$ cat src/rtl/core/sclw_pkg.sv
`timescale 1ns / 1ps
// shared types and constants of the sector cache tag engine
// no dependencies; imported by every module of the block

package sclw_pkg;

    localparam int DEF_ENTRIES     = 8;
    localparam int DEF_SECTOR_BITS = 32;
    localparam int RESET_IN_USE    = 8;
    localparam int IN_USE_W        = 4;
    localparam int S_TDATA_W       = 72;
    localparam int M_TDATA_W       = 40;

    // register index carried in paddr[2]
    localparam logic REG_IN_USE = 1'b0;

    typedef enum logic [2:0] {
        FUNC_READ  = 3'd0,
        FUNC_ALLOC = 3'd1,
        FUNC_MARK  = 3'd2,
        FUNC_FLUSH = 3'd3,
        FUNC_INVAL = 3'd4
    } func_t;

    typedef enum logic [1:0] {
        CMD_DONE  = 2'd0,
        CMD_WRITE = 2'd1,
        CMD_READ  = 2'd2
    } disk_cmd_t;

    typedef enum logic [1:0] {
        ST_FREE  = 2'd0,
        ST_CLEAN = 2'd1,
        ST_DIRTY = 2'd2
    } entry_st_t;

    typedef enum logic [2:0] {
        EMIT_VIC_WB  = 3'd0,
        EMIT_FILL    = 3'd1,
        EMIT_SCAN_WB = 3'd2,
        EMIT_MARK_WB = 3'd3,
        EMIT_DONE    = 3'd4
    } emit_t;

    typedef struct packed {
        logic  load_req;
        logic  scan_step;
        logic  vic_commit;
        logic  mark_read;
        logic  mark_commit;
        logic  emit;
        emit_t emit_kind;
    } dp_cmd_t;

    typedef struct packed {
        logic scan_done;
        logic need_out;
        logic lookup;
        logic hit;
        logic vic_dirty;
        logic fill;
        logic mark_skip;
        logic wt;
        logic out_free;
    } dp_status_t;

endpackage

$ cat src/rtl/core/sclw_ctrl.sv
`timescale 1ns / 1ps
// request sequencer of the sector cache tag engine
// depends on sclw_pkg; drives sclw_datapath through dp_cmd_t

module sclw_ctrl (
    input  logic                 clk,
    input  logic                 rst_n,
    input  logic                 in_valid,
    output logic                 in_ready,
    input  logic [2:0]           func,
    input  sclw_pkg::dp_status_t status,
    output sclw_pkg::dp_cmd_t    cmd
);
    import sclw_pkg::*;

    typedef enum logic [7:0] {
        S_IDLE    = 8'b0000_0001,
        S_SCAN    = 8'b0000_0010,
        S_VICTIM  = 8'b0000_0100,
        S_WB      = 8'b0000_1000,
        S_FILL    = 8'b0001_0000,
        S_MARK_RD = 8'b0010_0000,
        S_MARK_WB = 8'b0100_0000,
        S_FINISH  = 8'b1000_0000
    } state_t;

    state_t state_reg;
    state_t state_next;

    assign in_ready = (state_reg == S_IDLE);

    always_comb
    begin
        cmd        = '0;
        state_next = state_reg;
        unique case (state_reg)
            S_IDLE:
            begin
                if (in_valid)
                begin
                    cmd.load_req = 1'b1;
                    case (func) inside
                        FUNC_READ, FUNC_ALLOC, FUNC_FLUSH, FUNC_INVAL: state_next = S_SCAN;
                        FUNC_MARK:                                     state_next = S_MARK_RD;
                        default:                                       state_next = S_FINISH;
                    endcase
                end
            end
            S_SCAN:
            begin
                if (status.scan_done)
                begin
                    state_next = status.lookup ? S_VICTIM : S_FINISH;
                end
                else if (!status.need_out || status.out_free)
                begin
                    cmd.scan_step = 1'b1;
                    if (status.need_out)
                    begin
                        cmd.emit      = 1'b1;
                        cmd.emit_kind = EMIT_SCAN_WB;
                    end
                end
            end
            S_VICTIM:
            begin
                cmd.vic_commit = 1'b1;
                if (status.hit)
                    state_next = S_FINISH;
                else if (status.vic_dirty)
                    state_next = S_WB;
                else if (status.fill)
                    state_next = S_FILL;
                else
                    state_next = S_FINISH;
            end
            S_WB:
            begin
                if (status.out_free)
                begin
                    cmd.emit      = 1'b1;
                    cmd.emit_kind = EMIT_VIC_WB;
                    state_next    = status.fill ? S_FILL : S_FINISH;
                end
            end
            S_FILL:
            begin
                if (status.out_free)
                begin
                    cmd.emit      = 1'b1;
                    cmd.emit_kind = EMIT_FILL;
                    state_next    = S_FINISH;
                end
            end
            S_MARK_RD:
            begin
                cmd.mark_read = 1'b1;
                state_next    = S_MARK_WB;
            end
            S_MARK_WB:
            begin
                if (status.mark_skip)
                begin
                    state_next = S_FINISH;
                end
                else if (!status.wt)
                begin
                    cmd.mark_commit = 1'b1;
                    state_next      = S_FINISH;
                end
                else if (status.out_free)
                begin
                    cmd.mark_commit = 1'b1;
                    cmd.emit        = 1'b1;
                    cmd.emit_kind   = EMIT_MARK_WB;
                    state_next      = S_FINISH;
                end
            end
            S_FINISH:
            begin
                if (status.out_free)
                begin
                    cmd.emit      = 1'b1;
                    cmd.emit_kind = EMIT_DONE;
                    state_next    = S_IDLE;
                end
            end
            default:
            begin
                state_next = S_IDLE;
            end
        endcase
    end

    always_ff @(posedge clk or negedge rst_n)
    begin
        if (!rst_n)
            state_reg <= S_IDLE;
        else
            state_reg <= state_next;
    end

endmodule

$ cat src/rtl/core/sclw_datapath.sv
`timescale 1ns / 1ps
// tag memory, entry states, recency list, scan pipeline and result register
// depends on sclw_pkg; commanded by sclw_ctrl

module sclw_datapath #(
    parameter int ENTRIES     = sclw_pkg::DEF_ENTRIES,
    parameter int SECTOR_BITS = sclw_pkg::DEF_SECTOR_BITS
) (
    input  logic                 clk,
    input  logic                 rst_n,
    input  sclw_pkg::dp_cmd_t    cmd,
    output sclw_pkg::dp_status_t status,
    input  logic                 relink,
    input  logic [3:0]           relink_n,
    input  logic [3:0]           in_use,
    input  logic [2:0]           func,
    input  logic [31:0]          sector,
    input  logic [31:0]          range_count,
    input  logic [2:0]           entry_index,
    input  logic                 write_through,
    output logic                 out_valid,
    input  logic                 out_ready,
    output logic [1:0]           out_command,
    output logic [31:0]          out_sector,
    output logic [2:0]           out_entry,
    output logic                 out_hit
);
    import sclw_pkg::*;

    localparam int IDX_W = (ENTRIES > 1) ? $clog2(ENTRIES) : 1;
    localparam int POS_W = IDX_W + 1;
    localparam int CW    = (POS_W > IN_USE_W) ? POS_W : IN_USE_W;
    localparam int RST_N = (RESET_IN_USE > ENTRIES) ? ENTRIES : RESET_IN_USE;

    // recency list, entry states, tag valid bits
    logic [IDX_W-1:0]       order_reg [ENTRIES];
    logic [1:0]             state_reg [ENTRIES];
    logic [ENTRIES-1:0]     tag_vld_reg;
    logic [SECTOR_BITS-1:0] tag_mem [ENTRIES];
    logic [SECTOR_BITS-1:0] tag_rd_reg;
    logic                   rd_vld_reg;

    // latched request
    logic [2:0]             func_reg;
    logic [SECTOR_BITS-1:0] sec_reg;
    logic [SECTOR_BITS-1:0] end_reg;
    logic [2:0]             idx_reg;
    logic                   wt_reg;

    // scan pipeline
    logic [POS_W-1:0]       a_pos_reg;
    logic                   b_valid_reg;
    logic [IDX_W-1:0]       b_pos_reg;
    logic [IDX_W-1:0]       b_q_reg;
    logic                   hit_reg;
    logic                   free_reg;
    logic [IDX_W-1:0]       hit_pos_reg;
    logic [IDX_W-1:0]       free_pos_reg;
    logic [IDX_W-1:0]       vic_e_reg;

    // result register
    logic                   out_valid_reg;
    disk_cmd_t              out_cmd_reg;
    logic [31:0]            out_sec_reg;
    logic [2:0]             out_ent_reg;
    logic                   out_hit_reg;

    logic [SECTOR_BITS-1:0] tag_rd;
    logic [1:0]             b_state;
    logic                   b_used;
    logic                   b_in_range;
    logic                   a_more;
    logic [IDX_W-1:0]       a_q;
    logic [IDX_W-1:0]       vp;
    logic [IDX_W-1:0]       vic_e;
    logic [IDX_W-1:0]       m_idx;
    logic                   is_lookup;
    logic                   need_out;
    logic                   inval_hit;
    logic                   out_free;

    assign tag_rd     = rd_vld_reg ? tag_rd_reg : '0;
    assign b_state    = state_reg[b_q_reg];
    assign b_used     = (b_state == ST_CLEAN) || (b_state == ST_DIRTY);
    assign b_in_range = (tag_rd >= sec_reg) && (tag_rd <= end_reg);
    assign a_more     = CW'(a_pos_reg) < CW'(in_use);
    assign a_q        = order_reg[a_pos_reg[IDX_W-1:0]];
    assign vp         = hit_reg ? hit_pos_reg :
                        (free_reg ? free_pos_reg : IDX_W'(in_use - 4'd1));
    assign vic_e      = order_reg[vp];
    assign m_idx      = IDX_W'(idx_reg);
    assign is_lookup  = (func_reg == FUNC_READ) || (func_reg == FUNC_ALLOC);
    assign need_out   = b_valid_reg && (func_reg == FUNC_FLUSH) &&
                        (b_state == ST_DIRTY) && b_in_range;
    assign inval_hit  = b_valid_reg && (func_reg == FUNC_INVAL) && b_used && b_in_range;
    assign out_free   = !out_valid_reg || out_ready;

    always_comb
    begin
        status           = '0;
        status.scan_done = hit_reg || (!b_valid_reg && !a_more);
        status.need_out  = need_out;
        status.lookup    = is_lookup;
        status.hit       = hit_reg;
        status.vic_dirty = (state_reg[vic_e] == ST_DIRTY);
        status.fill      = (func_reg == FUNC_READ);
        status.mark_skip = ({1'b0, idx_reg} >= in_use);
        status.wt        = wt_reg;
        status.out_free  = out_free;
    end

    // control state with reset
    always_ff @(posedge clk or negedge rst_n)
    begin
        if (!rst_n)
        begin
            for (int p = 0; p < ENTRIES; p++)
            begin
                order_reg[p] <= (p < RST_N) ? IDX_W'(RST_N - 1 - p) : IDX_W'(p);
                state_reg[p] <= ST_FREE;
            end
            tag_vld_reg   <= '0;
            a_pos_reg     <= '0;
            b_valid_reg   <= 1'b0;
            hit_reg       <= 1'b0;
            free_reg      <= 1'b0;
            out_valid_reg <= 1'b0;
        end
        else
        begin
            if (relink)
            begin
                for (int p = 0; p < ENTRIES; p++)
                begin
                    order_reg[p] <= (p < int'(relink_n)) ?
                                    IDX_W'(int'(relink_n) - 1 - p) : IDX_W'(p);
                    state_reg[p] <= ST_FREE;
                end
                tag_vld_reg <= '0;
            end
            else
            begin
                if (cmd.load_req)
                begin
                    a_pos_reg   <= '0;
                    b_valid_reg <= 1'b0;
                    hit_reg     <= 1'b0;
                    free_reg    <= 1'b0;
                end
                if (cmd.scan_step)
                begin
                    a_pos_reg   <= a_more ? a_pos_reg + POS_W'(1) : a_pos_reg;
                    b_valid_reg <= a_more;
                    if (b_valid_reg && is_lookup && !hit_reg)
                    begin
                        if (b_state == ST_FREE)
                            free_reg <= 1'b1;
                        else if (b_used && (tag_rd == sec_reg))
                            hit_reg <= 1'b1;
                    end
                    if (need_out)
                        state_reg[b_q_reg] <= ST_CLEAN;
                    else if (inval_hit)
                        state_reg[b_q_reg] <= ST_FREE;
                end
                if (cmd.vic_commit)
                begin
                    // move to front
                    for (int i = 1; i < ENTRIES; i++)
                    begin
                        if (IDX_W'(i) <= vp)
                            order_reg[i] <= order_reg[i-1];
                    end
                    order_reg[0] <= vic_e;
                    if (!hit_reg)
                    begin
                        state_reg[vic_e]   <= ST_CLEAN;
                        tag_vld_reg[vic_e] <= 1'b1;
                    end
                end
                if (cmd.mark_commit)
                    state_reg[m_idx] <= wt_reg ? ST_CLEAN : ST_DIRTY;
            end
            if (cmd.emit)
                out_valid_reg <= 1'b1;
            else if (out_ready)
                out_valid_reg <= 1'b0;
        end
    end

    // payload, tag memory and positions
    always_ff @(posedge clk)
    begin
        if (cmd.load_req)
        begin
            func_reg <= func;
            sec_reg  <= SECTOR_BITS'(sector);
            end_reg  <= SECTOR_BITS'(sector) + SECTOR_BITS'(range_count) - SECTOR_BITS'(1);
            idx_reg  <= entry_index;
            wt_reg   <= write_through;
        end
        if (cmd.scan_step)
        begin
            if (a_more)
            begin
                tag_rd_reg <= tag_mem[a_q];
                rd_vld_reg <= tag_vld_reg[a_q];
                b_q_reg    <= a_q;
                b_pos_reg  <= a_pos_reg[IDX_W-1:0];
            end
            if (b_valid_reg && is_lookup && !hit_reg)
            begin
                if (b_state == ST_FREE)
                    free_pos_reg <= b_pos_reg;
                else if (b_used && (tag_rd == sec_reg))
                    hit_pos_reg <= b_pos_reg;
            end
        end
        else if (cmd.mark_read)
        begin
            tag_rd_reg <= tag_mem[m_idx];
            rd_vld_reg <= tag_vld_reg[m_idx];
        end
        if (cmd.vic_commit)
        begin
            vic_e_reg <= vic_e;
            if (!hit_reg)
                tag_mem[vic_e] <= sec_reg;
        end
        if (cmd.emit)
        begin
            // hit is reported only on the done of a lookup
            out_hit_reg <= (cmd.emit_kind == EMIT_DONE) && is_lookup && hit_reg;
            case (cmd.emit_kind)
                EMIT_VIC_WB:
                begin
                    out_cmd_reg <= CMD_WRITE;
                    out_sec_reg <= 32'(tag_rd);
                    out_ent_reg <= 3'(vic_e_reg);
                end
                EMIT_FILL:
                begin
                    out_cmd_reg <= CMD_READ;
                    out_sec_reg <= 32'(sec_reg);
                    out_ent_reg <= 3'(vic_e_reg);
                end
                EMIT_SCAN_WB:
                begin
                    out_cmd_reg <= CMD_WRITE;
                    out_sec_reg <= 32'(tag_rd);
                    out_ent_reg <= 3'(b_q_reg);
                end
                EMIT_MARK_WB:
                begin
                    out_cmd_reg <= CMD_WRITE;
                    out_sec_reg <= 32'(tag_rd);
                    out_ent_reg <= idx_reg;
                end
                default:
                begin
                    out_cmd_reg <= CMD_DONE;
                    if (is_lookup)
                    begin
                        out_sec_reg <= 32'(sec_reg);
                        out_ent_reg <= 3'(vic_e_reg);
                    end
                    else if (func_reg == FUNC_MARK)
                    begin
                        // ignored mark reports sector zero
                        out_sec_reg <= status.mark_skip ? 32'd0 : 32'(tag_rd);
                        out_ent_reg <= idx_reg;
                    end
                    else
                    begin
                        out_sec_reg <= 32'(sec_reg);
                        out_ent_reg <= 3'd0;
                    end
                end
            endcase
        end
    end

    assign out_valid   = out_valid_reg;
    assign out_command = out_cmd_reg;
    assign out_sector  = out_sec_reg;
    assign out_entry   = out_ent_reg;
    assign out_hit     = out_hit_reg;

endmodule

$ cat src/rtl/core/sector_cache_lru_writeback.sv
`timescale 1ns / 1ps
// top level of the fully associative lru write-back sector cache tag engine
// depends on sclw_pkg, sclw_ctrl, sclw_datapath
//
// usage:
// - request channel s_*: s_tuser carries the function code, s_tdata the
//   sector, range count, entry index and write-through flag
// - result channel m_*: m_tuser carries the disk command, m_tdata the disk
//   sector, entry and hit flag; m_tlast marks the done result that closes
//   every request (write-back and fill commands come before it)
// - one request is in work at a time; s_tready is high only when idle
// - lookup (read or allocate): the request is taken; the list of entries_in_use
//   entries is scanned from the front, one tag memory read per cycle, until a
//   hit; then the victim step, then each result in turn
// - flush and invalidate: take, scan, done; a write-back found during the scan
//   goes out with its scan step, which waits while the output register is full
// - mark written: take, tag read, commit, done; unknown functions: take, done
// - a result sits in the output register until taken; while it is full the
//   engine waits before loading its next result, and the next request may be
//   taken once the done result is loaded
// - reset: all entries free, tags zero, list ordered highest entry at the
//   front; writing entries_in_use through the apb port relinks the same way

module sector_cache_lru_writeback #(
    parameter int ENTRIES     = sclw_pkg::DEF_ENTRIES,
    parameter int SECTOR_BITS = sclw_pkg::DEF_SECTOR_BITS
) (
    input  logic                           clk,
    input  logic                           rst_n,
    // request: s_tdata = sector[31:0], range_count[63:32], entry_index[66:64],
    // write_through[67], zero fill [71:68]
    input  logic                           s_tvalid,
    output logic                           s_tready,
    input  logic [sclw_pkg::S_TDATA_W-1:0] s_tdata,
    // s_tuser = func[2:0]
    input  logic [2:0]                     s_tuser,
    // result: m_tdata = disk_sector[31:0], out_entry[34:32], hit[35], zero fill [39:36]
    output logic                           m_tvalid,
    input  logic                           m_tready,
    output logic [sclw_pkg::M_TDATA_W-1:0] m_tdata,
    // m_tuser = command[1:0]
    output logic [1:0]                     m_tuser,
    output logic                           m_tlast,
    // apb configuration port
    input  logic                           psel,
    input  logic                           penable,
    input  logic                           pwrite,
    input  logic [2:0]                     paddr,
    input  logic [31:0]                    pwdata,
    output logic [31:0]                    prdata,
    output logic                           pready
);
    import sclw_pkg::*;

    localparam logic [3:0] IN_USE_RST =
        4'((RESET_IN_USE > ENTRIES) ? ENTRIES : RESET_IN_USE);

    logic [3:0]  in_use_reg;
    logic [3:0]  in_use_next;
    logic        cfg_write;
    dp_cmd_t     dp_cmd;
    dp_status_t  dp_status;
    logic [1:0]  out_command;
    logic [31:0] out_sector;
    logic [2:0]  out_entry;
    logic        out_hit;

    // entries_in_use register, clamped to 1..ENTRIES
    assign pready    = 1'b1;
    assign cfg_write = psel && penable && pwrite && pready && (paddr[2] == REG_IN_USE);

    always_comb
    begin
        if (pwdata[3:0] == 4'd0)
            in_use_next = 4'd1;
        else if (int'(pwdata[3:0]) > ENTRIES)
            in_use_next = 4'(ENTRIES);
        else
            in_use_next = pwdata[3:0];
    end

    always_ff @(posedge clk or negedge rst_n)
    begin
        if (!rst_n)
            in_use_reg <= IN_USE_RST;
        else if (cfg_write)
            in_use_reg <= in_use_next;
    end

    assign prdata = (paddr[2] == REG_IN_USE) ? {28'd0, in_use_reg} : 32'd0;

    sclw_ctrl u_ctrl (
        .clk      (clk),
        .rst_n    (rst_n),
        .in_valid (s_tvalid),
        .in_ready (s_tready),
        .func     (s_tuser),
        .status   (dp_status),
        .cmd      (dp_cmd)
    );

    sclw_datapath #(
        .ENTRIES     (ENTRIES),
        .SECTOR_BITS (SECTOR_BITS)
    ) u_datapath (
        .clk           (clk),
        .rst_n         (rst_n),
        .cmd           (dp_cmd),
        .status        (dp_status),
        .relink        (cfg_write),
        .relink_n      (in_use_next),
        .in_use        (in_use_reg),
        .func          (s_tuser),
        .sector        (s_tdata[31:0]),
        .range_count   (s_tdata[63:32]),
        .entry_index   (s_tdata[66:64]),
        .write_through (s_tdata[67]),
        .out_valid     (m_tvalid),
        .out_ready     (m_tready),
        .out_command   (out_command),
        .out_sector    (out_sector),
        .out_entry     (out_entry),
        .out_hit       (out_hit)
    );

    assign m_tuser = out_command;
    assign m_tlast = (out_command == CMD_DONE);
    assign m_tdata = {4'd0, out_hit, out_entry, out_sector};

endmodule

$ cat config.mk
export PLATFORM = sky130hd
export DESIGN_NAME = sector_cache_lru_writeback
export DESIGN_NICKNAME = d
export VERILOG_FILES = /design/src/rtl/core/sclw_pkg.sv /design/src/rtl/core/sclw_ctrl.sv /design/src/rtl/core/sclw_datapath.sv /design/src/rtl/core/sector_cache_lru_writeback.sv
export SDC_FILE = /design/constraint.sdc
export NUM_CORES = 1
export LEC_CHECK = 0
export BUFFER_PORTS_ARGS = -buffer_cell sky130_fd_sc_hd__buf_2
export CAP_MARGIN = 20
export CELL_PAD_IN_SITES_DETAIL_PLACEMENT = 0
export CELL_PAD_IN_SITES_GLOBAL_PLACEMENT = 2
export CORE_ASPECT_RATIO = 1.1
export CORE_MARGIN = 2
export CORE_UTILIZATION = 47
export CTS_BUF_LIST = sky130_fd_sc_hd__clkbuf_2
export DETAILED_ROUTE_END_ITERATION = 7
export GPL_ROUTABILITY_DRIVEN = 0
export GPL_TIMING_DRIVEN = 0
export PLACE_DENSITY_LB_ADDON = 0.25
export SLEW_MARGIN = 20
export SYNTH_ARGS = -nofsm -noshare
export SYNTH_HDL_FRONTEND = slang
export SYNTH_SLANG_ARGS = --single-unit
$ cat constraint.sdc
create_clock -name clk -period 6.8 [get_ports clk]
set_input_delay 0.34 -clock clk [delete_from_list [all_inputs] [get_ports clk]]
set_output_delay 0.34 -clock clk [all_outputs]
set_load 0.01 [all_outputs]
==> load_flow_metrics.sql <==
INSERT INTO impl_metrics (metric_group, metric, value, unit) VALUES
('routing', 'route.final.wire_length', '76.9', 'mm'),
('power_and_ir_drop', 'static-leakage-power', '0.0129', 'uW'),
('worst_hold_path', 'worstHoldEndpoint', 'u_ctrl.state_reg[7]', ''),
('critical_path', 'path_delay_family', 'simple AND/OR/NAND/NOR gates', ''),
('final_layout', 'design_area', '0.0317', 'sq mm'),
('sta', 'share_of_the_clock_period_used_by_the_worst_path_after_layout', '87.6', '%'),
('yosys', 'synth.distinct_cells', '89', ''),
('floorplanning', 'die_y', '253', 'um'),
('floorplanning', 'io-pin-count', '195', ''),
('global_route', 'grt_start_max_net_pins', '43', ''),
('final_layout', 'largest_register', 'u_datapath.tag_mem', ''),
('global_route', 'first_global_vias', '19486', ''),
('global_route', 'track_usage', '26.5', '%'),
('floorplanning', 'coreArea', '0.0560', 'sq mm'),
('clock_network', 'post_cts_buffers', '0', ''),
('critical_path', 'worstSetupStartpointType', 'register', ''),
('yosys', 'synth_top_cells_by_area', 'edfxtp_1 (47%), mux4_2 (8.7%), ha_1 (6.4%), mux2i_1 (5.9%), dfrtp_1 (5.1%)', ''),
('clock_network', 'clockBufferDepth', '3', ''),
('sta', 'slew_of_the_pin_with_the_lowest_slew_margin', '1.01', 'ns'),
('sta', 'totalNegativeSetupSlack', '0', 'ns'),
('critical_path', 'max_stage_delay', '0.81', 'ns'),
('final_layout', 'ratio_of_cells_with_drive_above_1_in_the_final_layout', '21.4', '%'),
('floorplanning', 'die-area', '0.0585', 'sq mm'),
('critical_path', 'r2r_worst_path_depth', '12', ''),
('critical_path', 'critPathArrivalTime', '6.85', 'ns'),
('final_layout', 'area.growth.synth_to_final', '19.3', '%'),
('run_status', 'outcome', 'finished, final reports clean', ''),
('routing', 'remaining_drc_errors', '0', ''),
('worst_hold_path', 'worstHoldPathType', 'in -> reg', ''),
('final_layout', 'area.sequential', '0.0142', 'sq mm'),
('yosys', 'ys_dominant_reg_cell', 'edfxtp_1', ''),
('clock_network', 'numClockSinks', '484', ''),
('yosys', 'postSynthAreaPerCell', '12.7', 'sq um'),
('sta', 'timing.max_slew.rel_slack', '32.7', '%'),
('routing', 'dr_total_vias', '19365', ''),
('yosys', 'synthesis_warnings', '0', ''),
('run', 'max_cap_violations', '0', ''),
('clock_network', 'cts_htree_levels', '4', ''),
('yosys', 'synthDominantAreaCellType', 'edfxtp_1', ''),
('routing', 'drt-vias-per-instance', '5.67', ''),
('final_layout', 'filler_cell_count', '4797', ''),
('sta', 'count_of_endpoints_failing_hold_in_the_final_timing_report', '0', ''),
('critical_path', 'crit_type', 'reg -> reg', ''),
('clock_network', 'ctsRootBufferMaster', 'clkbuf_2', ''),
('critical_path', 'worstPathCellList', 'clkbuf_1, and2_1, ha_1, a2111oi_0, o21ai_0, o2111ai_1, a21oi_1, a2111oi_1, a22oi_1, and3_1, nor3_2, nand2b_4', ''),
('yosys', 'synth.ff_latch_count', '484', ''),
('yosys', 'synthCells', '2087', ''),
('floorplanning', 'core.rowCount', '91', ''),
('sta', 'finalHoldWorstSlack', '0.164', 'ns'),
('yosys', 'synth.top_cell.area_share', '46.7', '%'),
('sta', 'clock-skew-final', '0.0874', 'ns'),
('critical_path', 'critical_path_peak_fanout', '33', ''),
('power_and_ir_drop', 'power_density', '314', 'mW/mm^2'),
('floorplanning', 'x_dimension_of_the_die', '231', 'um'),
('sta', 'setup_repair_after_global_routing_missed_its_margin', 'no', ''),
('global_route', 'grt.overflow.total', '0', ''),
('place', 'placedInstanceArea', '0.0287', 'sq mm'),
('sta', 'timing.final.setup_violations', '0', ''),
('global_route', 'global_route_wire_length_before_repair', '114', 'mm'),
('clock_network', 'cts_made_buffers', '130', ''),
('routing', 'final_antenna_net_count', '0', ''),
('routing', 'detailedRoute.firstPassIterationCount', '5', ''),
('worst_hold_path', 'worstHoldPathCells', '6', ''),
('power_and_ir_drop', 'peakVddDrop', '0.183', 'mV'),
('global_route', 'antenna_found_initial', '1', ''),
('place', 'hpwl', '53.0', 'mm'),
('critical_path', 'critPathCaptureType', 'register', ''),
('clock_network', 'tritoncts', 'done', ''),
('yosys', 'synth.cell_area', '0.0266', 'sq mm'),
('worst_hold_path', 'holdCritStartpoint', 's_tuser[2]', ''),
('sta', 'fin_crit', '5.95', 'ns');
## where the power goes
| part | internal [uW] | leakage, uW | switching, uW |
|---|---|---|---|
| logic | 1660 | 0.00737 | 2100 |
| clock network | 887 | 0.000913 | 1280 |
| registers | 3740 | 0.00465 | 293 |
| total | 6290 | 0.0129 | 3670 |
## metrics by stage
stage / power (uW) / setup WS [ns] / std cells / util, %
final: 9960 / 0.846 / 3413 / 56.6
after global routing: 10500 / 0.354 / 3413 / 56.6
after CTS: 10000 / 0.877 / 3412 / 56.6
after detailed placement: 7700 / 0.918 / 3004 / 51.3
after global placement: 7610 / -1.53 / 2988 / 50.4
after floorplan: 6550 / 2.14 / 2118 / -
## area by class of cell
| class | count | share of cell area [%] |
|---|---|---|
| plain buffers | 118 | 1.97 |
| repair buffers | 316 | 8.70 |
| diodes | 1 | 0.00789 |
| clock buffers | 184 | 2.90 |
| clock inverters | 50 | 0.967 |
| inverters | 227 | 2.70 |
| well taps | 744 | 2.94 |
| multi-input cells | 1289 | 35.1 |
| flip-flops and latches | 484 | 44.7 |
## kinds of logic (layout without fill, tap and decap cells)
logic type | count (synthesis) | count (layout) | synth area share [%]
flops | 484 | 484 | 53.4
simple gates | 396 | 396 | 7.80
xor+xnor | 36 | 36 | 1.21
compound gates | 414 | 414 | 10.3
other cells | 2 | 34 | 0.0283
mux | 274 | 274 | 15.3
fa+ha+maj | 136 | 136 | 6.43
buf+inv | 345 | 895 | 5.54
## worst reg2reg max path, stage by stage, from the launching register on
cell and delay, ns:
edfxtp_1 0.64, clkbuf_1 0.52, and2_1 0.33, ha_1 0.28, a2111oi_0 0.35, o21ai_0 0.16
o2111ai_1 0.11, a21oi_1 0.16, a2111oi_1 0.82, a22oi_1 0.39, and3_1 0.35, nor3_2 0.73
nand2b_4 0.74
## placed cells by master (no fill, tap or decap), types with 8 or more instances in the layout
master           n
mux2i_1        156
buf_4           39
mux2_2          11
inv_1          224
nor2b_1         53
xor2_1          10
dfrtp_1         54
mux4_2         103
nand4_1         13
xnor2_1         25
o21ai_0         84
a211oi_1        37
o2111ai_1       10
and2_1          38
a21o_1          23
conb_1          33
dfstp_2         14
nor2_1          75
and3_1          12
buf_2          146
clkbuf_1        49
clkinv_1        36
clkbuf_2       187
a22o_1          41
nor2_4           8
dlygate4sd3_1  173
nand2b_1        22
buf_12          10
a21oi_1        111
ha_1           135
nand2_1         86
edfxtp_1       413
nand3_1         23
nor3_1          19
o21bai_1        10
a22oi_1         15
## what timing repair did
item,in CTS,in global routing
endpoints found under the setup margin,0,0
hold endpoints to repair,273,0
hold buffers,174,0
## routing by layer
metal / vias to the layer above / track usage (%) / share of wire (%)
li1: 8837 / - / -
met1: 9676 / 33.8 / 41
met2: 706 / 44.7 / 50
met3: 146 / 5.05 / 6.6
met4: 0 / 10.3 / 2.7
met5: - / 0 / 0
## worst max-delay path by stage
stage,cells after the start,slack (ns),start,end
2_1_floorplan,13,2.14,u_datapath.rd_vld_reg,u_datapath.out_command[0]
3_3_place_gp,13,-1.53,u_datapath.rd_vld_reg,u_datapath.out_sector[23]
3_5_place_dp,12,0.92,u_datapath.rd_vld_reg,u_datapath.tag_rd_reg[27]
4_1_cts,12,0.88,u_datapath.rd_vld_reg,u_datapath.rd_vld_reg
5_1_grt,12,0.35,u_datapath.rd_vld_reg,u_datapath.rd_vld_reg
6_report,12,0.85,u_datapath.rd_vld_reg,u_datapath.tag_rd_reg[26]
Power figures use the tool's default switching activity.
